[src/design/pal_pkg.sv]
// Shared constants, codes and types of the positional array list.
package pal_pkg;

    // list geometry
    localparam int CAPACITY      = 128;
    localparam int ELEMENT_WIDTH = 32;
    localparam int IDX_W         = $clog2(CAPACITY);
    localparam int CNT_W         = $clog2(CAPACITY + 1);

    // item field widths
    localparam int CMD_W   = 3;
    localparam int POS_W   = 8;
    localparam int VAL_W   = 32;
    localparam int STS_W   = 2;
    localparam int COUNT_W = 8;
    localparam int RD_W    = 32;

    // width that holds both a position and a count for compares
    localparam int CMP_W = (CNT_W > POS_W) ? CNT_W : POS_W;

    // read-back OR tree: cells per group, groups
    localparam int GRP_SIZE = 16;
    localparam int GRP_NUM  = (CAPACITY + GRP_SIZE - 1) / GRP_SIZE;

    typedef logic [ELEMENT_WIDTH-1:0] t_elem;
    typedef logic [IDX_W-1:0]         t_idx;
    typedef logic [CNT_W-1:0]         t_cnt;

    typedef enum logic [CMD_W-1:0] {
        CMD_PUSH_BACK  = 3'd0,
        CMD_PUSH_FRONT = 3'd1,
        CMD_POP_BACK   = 3'd2,
        CMD_POP_FRONT  = 3'd3,
        CMD_INSERT     = 3'd4,
        CMD_ERASE      = 3'd5,
        CMD_READ       = 3'd6
    } t_cmd;

    typedef enum logic [STS_W-1:0] {
        STS_OK    = 2'd0,
        STS_FULL  = 2'd1,
        STS_EMPTY = 2'd2,
        STS_RANGE = 2'd3
    } t_status;

    typedef enum logic {
        S_RUN  = 1'b0,
        S_READ = 1'b1
    } t_state;

    // broadcast to every cell
    typedef struct packed {
        logic open_slot;   // cells above at take the left neighbor, cell at takes value
        logic close_slot;  // cells from at upward take the right neighbor
        logic rd_en;       // cell at drives its word onto the read tree
        t_idx at;
    } t_cell_ctl;

endpackage

[src/design/pal_ctrl.sv]
// Command decode, status checks and the element count register.
module pal_ctrl (
    input  logic                      i_clk,
    input  logic                      i_rst_n,
    input  logic                      i_accept,
    input  logic [pal_pkg::CMD_W-1:0] i_command,
    input  logic [pal_pkg::POS_W-1:0] i_position,
    output pal_pkg::t_cell_ctl        o_ctl,
    output pal_pkg::t_status          o_status,
    output pal_pkg::t_cnt             o_next_count,
    output pal_pkg::t_cnt             o_count,
    output logic                      o_is_read
);
    import pal_pkg::*;

    t_cnt      r_count;
    t_cnt      n_count;
    t_cell_ctl w_ctl;
    t_status   w_status;
    logic      w_full;
    logic      w_empty;
    logic [CMP_W-1:0] w_pos;
    logic [CMP_W-1:0] w_cnt;

    assign w_full  = (r_count >= CNT_W'(CAPACITY));
    assign w_empty = (r_count == '0);
    assign w_pos   = CMP_W'(i_position);
    assign w_cnt   = CMP_W'(r_count);

    always_comb begin
        w_ctl    = '0;
        w_status = STS_OK;
        n_count  = r_count;
        unique case (t_cmd'(i_command))
            CMD_PUSH_BACK: begin
                if (w_full) begin
                    w_status = STS_FULL;
                end else begin
                    w_ctl.open_slot = 1'b1;
                    w_ctl.at        = IDX_W'(r_count);
                    n_count         = r_count + CNT_W'(1);
                end
            end
            CMD_PUSH_FRONT: begin
                if (w_full) begin
                    w_status = STS_FULL;
                end else begin
                    w_ctl.open_slot = 1'b1;
                    n_count         = r_count + CNT_W'(1);
                end
            end
            CMD_POP_BACK: begin
                if (w_empty) begin
                    w_status = STS_EMPTY;
                end else begin
                    n_count = r_count - CNT_W'(1);
                end
            end
            CMD_POP_FRONT: begin
                if (w_empty) begin
                    w_status = STS_EMPTY;
                end else begin
                    w_ctl.close_slot = 1'b1;
                    n_count          = r_count - CNT_W'(1);
                end
            end
            CMD_INSERT: begin
                if (w_full) begin
                    w_status = STS_FULL;
                end else if (w_pos > w_cnt) begin
                    w_status = STS_RANGE;
                end else begin
                    w_ctl.open_slot = 1'b1;
                    w_ctl.at        = IDX_W'(i_position);
                    n_count         = r_count + CNT_W'(1);
                end
            end
            CMD_ERASE: begin
                if (w_empty) begin
                    w_status = STS_EMPTY;
                end else if (w_pos >= w_cnt) begin
                    w_status = STS_RANGE;
                end else begin
                    w_ctl.close_slot = 1'b1;
                    w_ctl.at         = IDX_W'(i_position);
                    n_count          = r_count - CNT_W'(1);
                end
            end
            CMD_READ: begin
                if (w_empty) begin
                    w_status = STS_EMPTY;
                end else if (w_pos >= w_cnt) begin
                    w_status = STS_RANGE;
                end else begin
                    w_ctl.rd_en = 1'b1;
                    w_ctl.at    = IDX_W'(i_position);
                end
            end
            default: begin
                // unused code: no change
            end
        endcase
    end

    always_ff @(posedge i_clk) begin
        if (!i_rst_n) begin
            r_count <= '0;
        end else if (i_accept) begin
            r_count <= n_count;
        end
    end

    // cells act only on an accepted item
    assign o_ctl.open_slot  = w_ctl.open_slot && i_accept;
    assign o_ctl.close_slot = w_ctl.close_slot && i_accept;
    assign o_ctl.rd_en      = w_ctl.rd_en && i_accept;
    assign o_ctl.at         = w_ctl.at;

    assign o_status     = w_status;
    assign o_next_count = n_count;
    assign o_count      = r_count;
    assign o_is_read    = (t_cmd'(i_command) == CMD_READ);

endmodule

[config.mk]
export PLATFORM = sky130hd
export DESIGN_NAME = pal_ctrl
export DESIGN_NICKNAME = d
export VERILOG_FILES = /design/src/design/pal_pkg.sv /design/src/design/pal_ctrl.sv
export SDC_FILE = /design/constraint.sdc
export NUM_CORES = 1
export LEC_CHECK = 0
export ABC_CLOCK_PERIOD_IN_PS = 2700
export BUFFER_PORTS_ARGS = -buffer_cell sky130_fd_sc_hd__buf_2
export CAP_MARGIN = 20
export CORE_UTILIZATION = 30
export CTS_BUF_LIST = sky130_fd_sc_hd__clkbuf_2
export DETAILED_ROUTE_END_ITERATION = 8
export PLACE_DENSITY = 0.53
export SYNTH_ARGS = -nofsm -noshare
export SYNTH_HDL_FRONTEND = slang
export SYNTH_SLANG_ARGS = --single-unit
[constraint.sdc]
create_clock -name i_clk -period 2.7 [get_ports i_clk]
set_input_delay 0.405 -clock i_clk [delete_from_list [all_inputs] [get_ports i_clk]]
set_output_delay 0.405 -clock i_clk [all_outputs]
set_load 0.005 [all_outputs]
# Word-level counts from Yosys, hierarchy flattened

Index checks and enable logic that the tools add are counted.

$lt $le $gt $ge: 3
Equality and inequality tests: 6
$add $sub $neg: 2
Bitwise logic cells: 0
Muxes and demuxes: 31
Multiply operators: 0
Div/mod/pow operators: 0
Shift-type cells: 0
Reductions and logical operators: 8

Operators with widths:

| cell                                                               | count |
|---|---|
| 8-bit 2-to-1 mux                                                   | 8 |
| 7-bit 2-to-1 mux                                                   | 5 |
| 8-bit one-hot mux with 4 select lines                              | 1 |
| 7-bit one-hot mux with 4 select lines                              | 1 |
| 2-bit 2-to-1 mux                                                   | 5 |
| 3-bit == test, second input constant                               | 3 |
| 8-bit by 1-bit adder with 8-bit output, second input constant      | 1 |
| 8-bit >= comparator                                                | 1 |
| 8-bit >= comparator, second input constant                         | 1 |
| 8-bit > comparator                                                 | 1 |
| 8-bit logical NOT                                                  | 1 |
| 1-bit 2-to-1 mux                                                   | 8 |
| 2-bit one-hot mux with 4 select lines                              | 1 |
| 8-bit by 1-bit subtractor with 8-bit output, second input constant | 1 |
| 3-bit by 2-bit == test with 1-bit output, second input constant    | 2 |
| 2-bit OR reduction                                                 | 3 |
| 1-bit one-hot mux with 2 select lines                              | 2 |
| 3-bit by 1-bit == test with 1-bit output, second input constant    | 1 |
| 1-bit logical AND                                                  | 3 |
| 3-bit logical NOT                                                  | 1 |

Output and inout bits: 29
Bits in writable memories: 0
Memory bits (read-only): 0
Register bits: 8
Memories: 0
Bits of input ports: 14
Latch bits: 0
Word-level logic and storage cells: 51

# Logic depth before layout (Yosys ltp)

Depth in word-level cells: 5
Gate-level depth with buffers: 10

# Worst setup path after synthesis

OpenSTA, ideal clock, no wires.

Path type: register to output
Start: reg r_count[4], in the netlist o_count[4]
End: out o_next_count[5]
Arrival time: 2.399 ns
Slack: -0.104 ns
Required time: 2.295 ns
Stages on the path, launching flop included: 11
Path buffers: 1
Cells stage by stage: dfxtp_1 -> clkbuf_1 -> inv_1 -> ha_1 -> nand4_2 -> nor2_2 -> nor2_2 -> o41a_1 -> nor2_2 -> a31oi_1 -> or3_1

Longest elaborated chain between the ends: 4

RTL lines:

| element                                                                   | line                                           | source |
|---|---|---|
| from (decl)                                                               | pal_ctrl.sv:16                                 | `t_cnt r_count;` |
| from (signal assigned)                                                    | pal_ctrl.sv:109                                | `r_count <= n_count;` |
| 8-bit by 1-bit subtractor with 8-bit output, or another cell as far along | pal_ctrl.sv:56, pal_ctrl.sv:64, pal_ctrl.sv:86 |  |
| 8-bit 2-to-1 mux (on tied branches)                                       | pal_ctrl.sv:81, pal_ctrl.sv:70                 |  |
| 8-bit 2-to-1 mux (on tied branches)                                       | pal_ctrl.sv:79, pal_ctrl.sv:68                 |  |
| 8-bit one-hot mux with 4 select lines (*)                                 | pal_ctrl.sv:34                                 | `unique case (t_cmd'(i_command))` |
| to (decl)                                                                 | pal_ctrl.sv:10                                 | `output pal_pkg::t_cnt o_next_count,` |

Mark *: on every way between the ends. The rest lies on a longest branch, timed or not.

# Worst setup path in the final report

Start: reg r_count[3], in the netlist o_count[3]
End: out o_next_count[2]

Longest elaborated chain between the ends: 4

RTL lines:

| element                                                          | line |
|---|---|
| 8-bit >= comparator / 8-bit > comparator (equally long branches) | pal_ctrl.sv:81, pal_ctrl.sv:70 |
| 8-bit 2-to-1 mux (on tied branches)                              | pal_ctrl.sv:81, pal_ctrl.sv:70 |
| 8-bit 2-to-1 mux (on tied branches)                              | pal_ctrl.sv:79, pal_ctrl.sv:68 |
| 8-bit one-hot mux with 4 select lines (*)                        | pal_ctrl.sv:34 |

Marks and branches as above.

==> flow_summary.toml <==
[outcome]
status = "finished with violations"
violations = "negative setup slack"

[timing]
finalWorstSetupSlack_ps = -245.0
drv_slew = 0
whs_ps = 513.6
finalCritPeriodShare_pct = 109.1
final.min_clock_period_ps = 2945
tightest_slew_ps = 352.1
rsz0062_at_grt = "true"
tns_ps = -1350
finalHoldViolCount = 0
slew_headroom_pct = 76.31
fmax_mhz = 339.6
setup_viol = 16
clock_skew_ps = 7.812

[job]
max-cap-violations = 0

[clock_network]
holdBufCountCts = 0
cts_max_path_buffers = 2
cts_root_buf = "clkbuf_2"
clk_latency_ps = 260
path_clk_slew_ps = 110
numCtsBuffers = 3
cts_tree = "yes"
clock_sinks = 8
cts_max_level = 1

[floorplanning]
core_sq_um = 4692
io_pins = 43
fp.dieArea_sq_um = 5150
die_x_microns = 71.77
initial_utilization_pct = 31.12
num_rows = 25
die_h_microns = 71.77

[critical_path]
startpoint_type = "register"
crit_arrival_ps = 2540
critical_path_class = "register to output pin"
end_kind = "output pin"
crit_path_max_fanout = 3
required_ps = 2300
rrSetupSlack_ps = 160

[detailed_routing]
firstDrtPassIters = 4
ant_nets = 0
vias_per_cell = 5.805
drt_iter0_drc = 113
avgRoutedWirePerCell_microns = 16.41
num_vias = 2113
wirelength_microns = 5975
drcViolationCount = 0

[logic_synthesis]
ys.flop_type = "dfxtp_1"
ys_seq_elements = 8
syn_inst = 217
synth_top_area_share_pct = 10.97
synth_top_area_cell = "dfxtp_1"
mappedNetlistArea_sq_um = 1460
synth-edff-count = 0
yosys_warnings = 0
avgSynthCellArea_sq_um = 6.729
netlist_top_cells_area = "dfxtp_1 11%, ha_1 10%, o21ai_0 6.9%"
synthesis.nets = 243
ys_types = 56
asyncSetResetFlopFracSynth_pct = 0
ys_seq_area_share_pct = 10.97

[place]
dpl.hpwl_microns = 4463
port_buffers = 42
dp.cells = 348
gp_congestion = 0.9601

[grt]
grtUsageTotal_pct = 23.40
grt_pass1_vias = 1927
gr-total-overflow = 0
antenna_found_initial = 0
grt_pass1_wl_microns = 9466
grt_max_degree = 15

[final_layout]
largest_reg_flops = 8
regArea_sq_um = 167.7
instances_no_fill = 364
multi_input_area_sq_um = 1451
num-fill-cells = 460
finalNetCount = 338
areaGrowthSynthToFinish_pct = 65.81
drive_gt1_share_pct = 51.94
antenna_cells = 0
final_util_pct = 51.60

[pwr]
vdd_drop_max_uv = 193.8
leakage_nw = 1.091
power_mw = 0.9131
power_density_nw_per_um2 = 377.1

[hold_path]
hold_path_class = "input port to register"
==> cells by family (layout without fill, tap and decap cells) <==
| kind of cell | Yosys count | in the layout | synth area share (%) |
|---|---|---|---|
| AOI/OAI and AO/OA | 88 | 88 | 41.05 |
| and+or+nand+nor | 80 | 80 | 28.62 |
| buffers and inverters | 26 | 119 | 7.198 |
| adders and majority gates | 12 | 12 | 10.28 |
| DFF | 8 | 8 | 10.97 |
| xor gates and xnor gates | 2 | 2 | 1.200 |
| muxes | 1 | 1 | 0.6855 |
==> routing by layer <==
layer  up-vias  global-route usage [%]  part of all wire, %
met4         0                   6.536                  1.5
met1      1000                   30.56                   46
met2        84                   39.31                   47
li1       1023                       -                    -
met3         6                   4.360                  5.4
met5         -                       0                    0
==> through the flow <==
step	setup WS (ps)	instance area, sq um
after floorplan	0.2913	1461
after global placement	-229.8	2038
after detailed placement	-214.5	2038
after CTS	-281.1	2322
after global routing	-386.1	2421
final	-245.0	2421
==> final cells by class <==
class | count | area share (%)
Timing Repair Buffer | 102 | 27.44
Tap cell | 54 | 2.791
Inverter | 14 | 2.274
Clock buffer | 3 | 0.6202
Sequential cell | 8 | 6.925
Multi-Input combinational cell | 183 | 59.95
==> final timing paths <==
check / from / end / cells past startpoint
setup / recovery: o_count[3] / o_next_count[2] / 12
hold / removal: i_rst_n / o_count[1] / 3
setup reg to reg: o_count[3] / o_count[5] / 13
hold reg to reg: o_count[2] / o_count[2] / 3
==> synth_stat cells (all sizes together), types with 2 or more instances <==
| master | instances |
|---|---|
| nor3 | 8 |
| a22o | 9 |
| inv | 14 |
| a31oi | 7 |
| a311o | 2 |
| o21a | 2 |
| o21ai | 24 |
| o211ai | 2 |
| nor4b | 2 |
| nor2b | 2 |
| a21oi | 17 |
| nor4 | 4 |
| a221oi | 3 |
| nor2 | 14 |
| a22oi | 2 |
| nand4 | 3 |
| a21o | 2 |
| o31a | 3 |
| nand2 | 27 |
| ha | 12 |
| and2 | 3 |
| nand3 | 8 |
| o31ai | 3 |
| clkbuf | 5 |
| buf | 7 |
| and3 | 3 |
| o32ai | 2 |
| a211oi | 3 |
| dfxtp | 8 |
| or3 | 2 |
==> power by group <==
| group | internal [mW] | switching [mW] | leakage, nW |
|---|---|---|---|
| registers | 0.132 | 0.00877 | 0.0682 |
| clock network | 0.0303 | 0.0539 | 0.0125 |
| logic | 0.328 | 0.361 | 1.01 |
==> worst max-delay path: stages (launching register included) <==
cell	delay [ps]
dfxtp_2	380
inv_4	60
ha_4	270
nand4_1	150
nor2_4	160
a211oi_2	70
o41a_1	460
nor2_2	170
buf_4	140
buf_4	90
o21a_1	150
o21ai_1	70
buf_2	120
==> placed cells by master, fill, tap and decap left out, types with 4 or more instances in the layout <==
cell type  synthesis  routed
a31oi_1            7       6
o21ai_0           20      16
a21oi_1           17       8
nand2_1           26      25
a21oi_2            0       7
a22o_1             9       9
ha_1              12       6
nor3_1             7       6
buf_4              0      59
nand3_1            7       6
dfxtp_2            0       6
ha_4               0       6
nor2_1            11       9
buf_2              6      42
o21ai_1            4       5
nor4_1             4       4
inv_1             14      10
==> repair_timing <==
item / CTS / global route
resized for setup: 35 / 23
buffers inserted: 15 / 4
setup endpoints to repair: 18 / 20
pin swaps: 15 / 12
No activity file was read; power rests on OpenSTA's default activity.
