--- config.mk ---
export PLATFORM = sky130hd
export DESIGN_NAME = pal_cell
export DESIGN_NICKNAME = d
export VERILOG_FILES = /design/src/design/pal_pkg.sv /design/src/design/pal_cell.sv
export SDC_FILE = /design/constraint.sdc
export NUM_CORES = 1
export LEC_CHECK = 0
export BUFFER_PORTS_ARGS = -buffer_cell sky130_fd_sc_hd__buf_2
export CORE_MARGIN = 2
export CORE_UTILIZATION = 43
export DETAILED_ROUTE_END_ITERATION = 7
export GPL_TIMING_DRIVEN = 1
export HOLD_SLACK_MARGIN = 0.02
export PLACE_DENSITY_LB_ADDON = 0.15
export SETUP_SLACK_MARGIN = 0.1
export SYNTH_ARGS = -nofsm -noshare
export SYNTH_HDL_FRONTEND = slang
export SYNTH_SLANG_ARGS = --single-unit
--- constraint.sdc ---
create_clock -name i_clk -period 4.7 [get_ports i_clk]
set_input_delay 0.235 -clock i_clk [delete_from_list [all_inputs] [get_ports i_clk]]
set_output_delay 0.235 -clock i_clk [all_outputs]
set_load 0.05 [all_outputs]
--- src/design/pal_pkg.sv ---
// Shared constants, codes and types of the positional array list.
package pal_pkg;

    // list geometry
    localparam int CAPACITY      = 128;
    localparam int ELEMENT_WIDTH = 32;
    localparam int IDX_W         = $clog2(CAPACITY);
    localparam int CNT_W         = $clog2(CAPACITY + 1);

    // item field widths
    localparam int CMD_W   = 3;
    localparam int POS_W   = 8;
    localparam int VAL_W   = 32;
    localparam int STS_W   = 2;
    localparam int COUNT_W = 8;
    localparam int RD_W    = 32;

    // width that holds both a position and a count for compares
    localparam int CMP_W = (CNT_W > POS_W) ? CNT_W : POS_W;

    // read-back OR tree: cells per group, groups
    localparam int GRP_SIZE = 16;
    localparam int GRP_NUM  = (CAPACITY + GRP_SIZE - 1) / GRP_SIZE;

    typedef logic [ELEMENT_WIDTH-1:0] t_elem;
    typedef logic [IDX_W-1:0]         t_idx;
    typedef logic [CNT_W-1:0]         t_cnt;

    typedef enum logic [CMD_W-1:0] {
        CMD_PUSH_BACK  = 3'd0,
        CMD_PUSH_FRONT = 3'd1,
        CMD_POP_BACK   = 3'd2,
        CMD_POP_FRONT  = 3'd3,
        CMD_INSERT     = 3'd4,
        CMD_ERASE      = 3'd5,
        CMD_READ       = 3'd6
    } t_cmd;

    typedef enum logic [STS_W-1:0] {
        STS_OK    = 2'd0,
        STS_FULL  = 2'd1,
        STS_EMPTY = 2'd2,
        STS_RANGE = 2'd3
    } t_status;

    typedef enum logic {
        S_RUN  = 1'b0,
        S_READ = 1'b1
    } t_state;

    // broadcast to every cell
    typedef struct packed {
        logic open_slot;   // cells above at take the left neighbor, cell at takes value
        logic close_slot;  // cells from at upward take the right neighbor
        logic rd_en;       // cell at drives its word onto the read tree
        t_idx at;
    } t_cell_ctl;

endpackage

--- src/design/pal_cell.sv ---
// One list slot: holds a word and shifts it with its neighbors.
module pal_cell (
    input  logic               i_clk,
    input  pal_pkg::t_cell_ctl i_ctl,
    input  pal_pkg::t_elem     i_value,
    input  pal_pkg::t_idx      i_index,
    input  pal_pkg::t_elem     i_left,
    input  pal_pkg::t_elem     i_right,
    output pal_pkg::t_elem     o_data,
    output pal_pkg::t_elem     o_rd
);
    import pal_pkg::*;

    t_elem r_data;
    t_elem n_data;

    always_comb begin
        priority if (i_ctl.open_slot && (i_index > i_ctl.at)) begin
            n_data = i_left;
        end else if (i_ctl.open_slot && (i_index == i_ctl.at)) begin
            n_data = i_value;
        end else if (i_ctl.close_slot && (i_index >= i_ctl.at)) begin
            n_data = i_right;
        end else begin
            n_data = r_data;
        end
    end

    always_ff @(posedge i_clk) begin
        r_data <= n_data;
    end

    assign o_data = r_data;
    assign o_rd   = (i_ctl.rd_en && (i_index == i_ctl.at)) ? r_data : '0;

endmodule

Word level (Yosys, flattened, before mapping)
Index checks and enable logic that the tools add are counted.
{ "op_classes": {"reduce_logical": 5, "n_eq_ne": 1, "order_cmp": 2, "n_mux": 4} }
{ "ops": {"columns": ["cell", "count"], "rows": [
  ["two-way mux 32 bit", 4],
  ["== test 7 bit", 1],
  ["greater-or-equal comparator 7 bit", 1],
  ["greater-than comparator 7 bit", 1],
  ["logical AND 1 bit", 4],
  ["nonzero test 3 bit", 1]
]} }
{ "totals": {"regBits": 32, "out_inout_bits": 64, "elab_cells": 13, "inputBits": 114} }

Depth between registers and ports, before layout
Gate-level depths: netlist of run 1.
{ "logic_depth": {"word_depth": 5, "ltp_mapped": 7, "mapped_depth_nobuf": 6} }

Least setup slack after synthesis of run 1
OpenSTA, ideal clock, no wires.
{ "synth_timing": {"path_kind": "input to register", "from": "in i_ctl[6] (netlist bit)", "to": "reg r_data[0] (netlist: o_data[0]), enable pin", "arrival_ns": 1.688, "cell_stages": 5, "t_required_ns": 4.309, "slack_ns": 2.621, "n_path_buf": 0, "setup_time_ns": 0.391, "path_cell_list": "inv_1 > ha_1 > nand4_1 > a31oi_1 > o22a_1"} }
{ "synth_via": {"elab_chain_cells": 3, "elab_cells_between_ends": 7, "classes_between": "order compare (2); eq/ne (1); reduce/logical (4)"} }
{ "synth_rtl": {"columns": ["item", "line", "rtl"], "rows": [
  ["start, declared", "pal_cell.sv:4", "input pal_pkg::t_cell_ctl i_ctl,"],
  ["greater-than comparator 7 bit, or another cell as far along", "pal_cell.sv:18", "priority if (i_ctl.open_slot && (i_index > i_ctl.at)) begin"],
  ["logical AND 1 bit, on equally long branches", "pal_cell.sv:18, pal_cell.sv:20, pal_cell.sv:22", null],
  ["nonzero test 3 bit (no source line) *", null, null],
  ["end signal, assigned", "pal_cell.sv:30", "r_data <= n_data;"],
  ["end, declared", "pal_cell.sv:14", "t_elem r_data;"]
]} }
Every way passes the cells marked *; elsewhere a longest branch is shown, timed or not.
A chain may end at the register's enable or synchronous reset.

Final worst setup path of run 1
{ "layout_timing": {"from": "in i_ctl[6] (netlist bit)", "to": "out o_rd[30]"} }
{ "layout_via": {"elab_chain_cells": 3} }
{ "layout_rtl": {"columns": ["item", "line", "rtl"], "rows": [
  ["== test 7 bit", "pal_cell.sv:34", "assign o_rd = (i_ctl.rd_en && (i_index == i_ctl.at)) ? r_data : '0;"],
  ["logical AND 1 bit", "pal_cell.sv:34", null],
  ["two-way mux 32 bit", "pal_cell.sv:34", null],
  ["end, declared", "pal_cell.sv:10", "output pal_pkg::t_elem o_rd"]
]} }
Every way passes these cells.

==> metrics.md, run 1 <==
| Metric | Value |
|---|---|
| # IOs | `178` |
| Post-CTS resize count | `0` |
| Die height | `76.93 um` |
| Worst EP required | `4470 ps` |
| Final-stage net count | `464` |
| DRC viols | `0` |
| HP Start | `i_left[26]` |
| Worst path max stage delay | `760 ps` |
| Sequential element share of the synthesized area | `42.01%` |
| PwrDens | `296.5 mW/mm2` |
| Post-CTS setup buffers | `0` |
| Initial Utilization | `44.78%` |
| Post-synth ARST share | `0%` |
| Crit. End Element | `primary output` |
| Worst Hold Class | `input pin to register` |
| DR vias/cell | `4.778` |
| Met2 GRT Util | `39.30%` |
| Least-Margin Pin Slew | `1043 ps` |
| Cell Chain, Critical Path | `buf_2, inv_1, ha_1, and4_4, and3_1, and2_1, buf_2` |
| Row count | `26` |
| CP arrival | `2200 ps` |
| Global routing's busiest layer | `met2` |
| Max reg flops | `32` |
| F_max | `410.1 MHz` |
| Max_slew headroom | `30.44%` |
| Core area | `0.005107 mm2` |
| CTS buffer count | `5` |
| Vias in the first global route | `2075` |
| NetSw | `0.3424 mW` |
| Placed cell area | `0.003219 mm2` |
| Pre-Repair DR Iteration Count | `4` |
| WHS Endpoint | `o_data[26]` |
| Via count | `1978` |
| Cell Area, Synth | `0.002287 mm2` |
| Share of post-route cells with drive strength above 1 | `72.97%` |
| Reg clk slew, reported paths | `70 ps` |
| Top fanout value on the critical path | `32` |
| Final hold vios | `0` |
| CTS Buffer Depth | `2` |
| CP max stage cell | `and3_1` |
| Post-synth EDFFs | `32` |
| WHS Path Cells | `2` |
| Routability cong. | `0.8459` |
| Total wire length | `5701 um` |
| Worst vdd ir | `0.1893 mV` |
| Status | `finished, final reports clean` |
| Comb pwr share | `35.1%` |
| Cts hold-fix bufs | `0` |
| Primary FF master, synth | `edfxtp_1` |
| Final Max Slew Viols | `0` |
| Syn. warnings | `0` |
| Routed Antenna Nets | `0` |
| Post-route core utilization | `65.12%` |
| Post-DP HPWL | `4430 um` |
| Setup Total Neg Slack | `0 ps` |
| Maximum number of pins on one net before global-route repair | `33` |
| Clock Sinks | `32` |
| Flops & latches, synth | `32` |
| CP Launch Type | `input pin` |
| Die X | `76.93 um` |
| Gr ovfl total | `0` |
| Synth cell types | `21` |
| Final min period | `2438 ps` |
| Mapped Nets | `288` |
| Post-synthesis cell count | `167` |
| Lkg Pwr | `1.767 nW` |
| Sw frac | `34.73%` |
| Sequential Power Share | `39.6%` |
| H-Tree Depth | `2` |
| Crit path kind | `input pin to primary output` |
| CTS tree | `done` |
| Full die area | `0.005918 mm2` |
| Post-synthesis area per instance | `13.70 um2` |
| Met1 GRT Util | `19.38%` |
| First-pass GRT wire length | `9163 um` |
| Final setup viols | `0` |
| Design area | `0.003326 mm2` |
| Period utilisation layout | `51.88%` |
| IO Port Bufs | `177` |
| Antenna violations before repair | `0` |
| WL/cell | `13.77 um` |
| M3 GR Usage | `4.353%` |
| Total of max-cap violations | `0` |
| CTS Root Cell | `clkbuf_8` |
| Worst path most repeated cell | `buf_2` |
| RSZ-0062 raised after global routing | `no` |
| Drt initial violations | `41` |
| Clock power frac | `25.3%` |
| Antenna cell count | `0` |
| Layout area overhead | `45.40%` |
| GRT Total Usage | `19.52%` |
| Int Pwr | `0.6437 mW` |
-- synth_stat cells (2+ instances only) --
| cell | instances | area, um2 |
|---|---|---|
| a21oi_1 | 4 | 20.02 |
| and2_1 | 32 | 200.2 |
| and3_1 | 2 | 12.51 |
| buf_2 | 3 | 15.01 |
| buf_6 | 3 | 33.78 |
| clkbuf_1 | 3 | 11.26 |
| edfxtp_1 | 32 | 960.9 |
| ha_1 | 7 | 87.58 |
| inv_1 | 7 | 26.28 |
| mux2_2 | 34 | 382.9 |
| mux2_4 | 30 | 450.4 |
-- worst max path at each step --
stage / from / end / slack, ps / depth (start not counted)
2_1_floorplan: i_ctl[6] / o_data[0] / 2620 / 5
3_3_place_gp: i_ctl[2] / o_data[19] / 2200 / 7
3_5_place_dp: i_ctl[6] / o_data[10] / 2150 / 7
4_1_cts: i_ctl[6] / o_rd[12] / 2260 / 7
5_1_grt: i_ctl[2] / o_rd[22] / 2050 / 7
6_report: i_ctl[6] / o_rd[30] / 2260 / 7
-- metrics by stage --
stage | setup slack, ps | hold WS [ps] | cells | power, mW
2_1_floorplan | 2621 | 454.8 | 167 | 0.6385
3_3_place_gp | 2199 | 535.8 | 406 | 0.7390
3_5_place_dp | 2154 | 540.1 | 406 | 0.7446
4_1_cts | 2259 | 249.9 | 414 | 0.9980
5_1_grt | 2053 | 250.2 | 414 | 1.031
6_report | 2262 | 258.4 | 414 | 0.9861
-- power by group through the flow --
stage	Combinational (mW)	Clock, mW	Sequential (mW)
2_1_floorplan	0.0910	0	0.547
3_3_place_gp	0.344	0	0.395
3_5_place_dp	0.348	0	0.397
4_1_cts	0.349	0.258	0.392
5_1_grt	0.364	0.270	0.397
6_report	0.346	0.250	0.391
-- worst max-delay path: cells and delay by family --
family | cells | cell delay (ps)
adders and majority gates | 1 | 320
and+or+nand+nor | 3 | 1270
buffers and inverters | 3 | 360
-- cells by family after synthesis --
logic type / synth area share (%)
adders and majority gates: 3.829
DFF: 42.01
AOI/OAI and AO/OA: 2.407
buffers and inverters: 3.774
muxes: 36.43
and+or+nand+nor: 11.54
-- layout by cell type, fill, tap and decap left out --
cell / netlist / layout
nand4_1: 1 / 1
nand3_1: 1 / 1
mux2_2: 34 / 34
and2_1: 32 / 32
o221ai_4: 0 / 1
nand2_1: 1 / 1
and4_4: 1 / 1
buf_4: 0 / 1
clkinv_1: 0 / 2
and3_1: 2 / 2
bufinv_16: 0 / 1
edfxtp_1: 32 / 32
ha_1: 7 / 7
inv_1: 7 / 7
nand3b_1: 1 / 1
a21oi_1: 4 / 4
clkbuf_8: 0 / 5
buf_2: 3 / 177
mux2_4: 30 / 30
o21ai_1: 1 / 1
a31oi_1: 1 / 1
o22a_1: 1 / 1
nand3_4: 1 / 1
-- layout make-up --
cell class	instances	area (um2)
inverter	7	26.28
clock buffer	5	68.82
sequential	32	960.9
timing repair buffer	178	893.4
fill	432	1782
clock inverter	3	37.54
multi-input combinational	119	1251
tap	70	87.58
-- layer usage --
metal,wire [um],share of wire (%),up-vias
met3,441,7.7,6
li1,-,-,961
met5,0,0,-
met4,67,1.2,0
met1,2040,36,906
met2,3152,55,105
Power figures use the tool's default switching activity.
==> run 2, diff against run 1 <==
Settings changed: CORE_UTILIZATION 43 to 40.
Clock period 4.7 ns to 2.4 ns, I/O delays scaled along.
==> metrics.md, run 2 (synthesis gave the netlist of run 1 again) <==
| Metric | Value |
|---|---|
| Status | `finished, final reports clean` |
| Worst vdd ir | `0.3437 mV` |
| Gr ovfl total | `0` |
| DR vias/cell | `4.700` |
| Max reg flops | `32` |
| CTS buffer count | `5` |
| RSZ-0062 raised after global routing | `no` |
| Final Max Slew Viols | `0` |
| H-Tree Depth | `2` |
| DRC viols | `0` |
| # fillers | `452` |
| Worst path max stage delay | `320 ps` |
| Reg clk slew, reported paths | `70 ps` |
| CP max stage cell | `ha_1` |
| CP Launch Type | `input pin` |
| Post-DP HPWL | `4734 um` |
| Share of post-route cells with drive strength above 1 | `73.58%` |
| CTS Root Cell | `clkbuf_8` |
| Pre-Repair DR Iteration Count | `2` |
| Row count | `27` |
| First-pass GRT wire length | `8535 um` |
| Maximum number of pins on one net before global-route repair | `24` |
| Most frequent cells in the layout | `buf_2 (177), mux2_2 (34), and2_1 (32), edfxtp_1 (32), mux2_4 (30)` |
| Final hold vios | `0` |
| Vias in the first global route | `1879` |
| IO Port Bufs | `177` |
| Crit path kind | `input pin to register` |
| Lkg Pwr | `1.816 nW` |
| CTS Buffer Depth | `2` |
| Via count | `1993` |
| Top fanout value on the critical path | `14` |
| PwrDens | `568.7 mW/mm2` |
| CTS tree | `done` |
| Final min period | `1850 ps` |
| Core area | `0.005507 mm2` |
| Final-stage net count | `472` |
| M3 GR Usage | `5.317%` |
| Global routing's busiest layer | `met2` |
| Clock Sinks | `32` |
| Antenna violations before repair | `0` |
| Drt initial violations | `50` |
| Max_slew headroom | `79.56%` |
| Non-filler cells, final | `424` |
| Crit path to | `o_data[18]` |
| Crit. End Element | `register` |
| Layout area overhead | `49.23%` |
| Final setup viols | `0` |
| Initial Utilization | `41.54%` |
| Worst Hold Class | `input pin to register` |
| Antenna cell count | `0` |
| GRT Total Usage | `17.57%` |
| Setup Total Neg Slack | `0 ps` |
| Least-Margin Pin Slew | `304.5 ps` |
| Die height | `79.62 um` |
| Routed Antenna Nets | `0` |
| Die X | `79.62 um` |
| Met1 GRT Util | `19.05%` |
| Routability cong. | `0.7870` |
| DP Cell Count | `416` |
| Commonest non-fill, non-tap cell in the layout | `buf_2` |
| Worst EP required | `2430 ps` |
| F_max | `540.5 MHz` |
| Total of max-cap violations | `0` |
| Total wire length | `5698 um` |
| Start point of the critical path | `i_ctl[6]` |
| Post-CTS setup buffers | `0` |
| Post-CTS resize count | `0` |
| Period utilisation layout | `77.08%` |
| # IOs | `178` |
| Cell Chain, Critical Path | `buf_2, inv_1, ha_1, and4_4, nand3_4, buf_4, mux2_4, mux2_2` |
| Cts hold-fix bufs | `0` |
| WHS Path Cells | `2` |
| Met2 GRT Util | `31.60%` |
| WL/cell | `13.44 um` |
| Full die area | `0.006339 mm2` |
| CP arrival | `1880 ps` |
==> run 2: changes by cell type in the layout (fill, tap and decap cells not counted) <==
cell and delta:
buf_4 +6, buf_12 +2
==> run 2: how the worst min path moves through the flow <==
| stage | slack [ps] | start | endpoint |
|---|---|---|---|
| 4_1_cts | 130 | i_left[25] | o_data[25] |
| 3_3_place_gp | 420 | i_left[21] | o_data[21] |
| 3_5_place_dp | 430 | i_left[19] | o_data[19] |
| 2_1_floorplan | 340 | i_left[0] | o_data[0] |
| 5_1_grt | 130 | i_left[24] | o_data[24] |
| 6_report | 140 | i_left[10] | o_data[10] |
==> run 2: routing by layer <==
layer / vias up / share of wire (%)
met5: - / 0
met4: 0 / 1.6
met3: 8 / 9.1
met2: 104 / 52
met1: 902 / 38
li1: 979 / -
==> run 2: critical path: cells and delay by family <==
family	cells	cell delay, ps
buffers and inverters	3	370
adder cells (fa/ha/maj)	1	320
AND/OR/NAND/NOR	2	490
multiplexers	2	560
==> run 2: per-stage QoR <==
step           hold slack [ps]  total power, mW  setup slack [ps]  cell area, um2  util, %
2_1_floorplan            339.8            1.250             436.4            2287        -
3_3_place_gp             422.3            1.460             282.9            3307    60.05
3_5_place_dp             425.1            1.470             242.4            3307    60.05
4_1_cts                  131.9            1.968             539.4            3413    61.99
5_1_grt                  130.0            2.030             461.6            3413    61.99
6_report                 141.2            1.941             550.0            3413    61.99
==> run 2: final cells by class <==
class                      instances  area (um2)  area share, %
clock buffer                       5       68.82          2.016
multi-input combinational        119        1251          36.66
sequential                        32       960.9          28.15
inverter                           7       26.28         0.7698
tap                               72       90.09          2.639
timing repair buffer             186       978.4          28.67
clock inverter                     3       37.54          1.100
==> run 2: power breakdown <==
group          internal (mW)  total [mW]  switching, mW  leakage, nW
Sequential             0.725       0.763         0.0375        0.304
Combinational          0.243       0.691          0.448         1.46
Clock                  0.302       0.488          0.186       0.0532
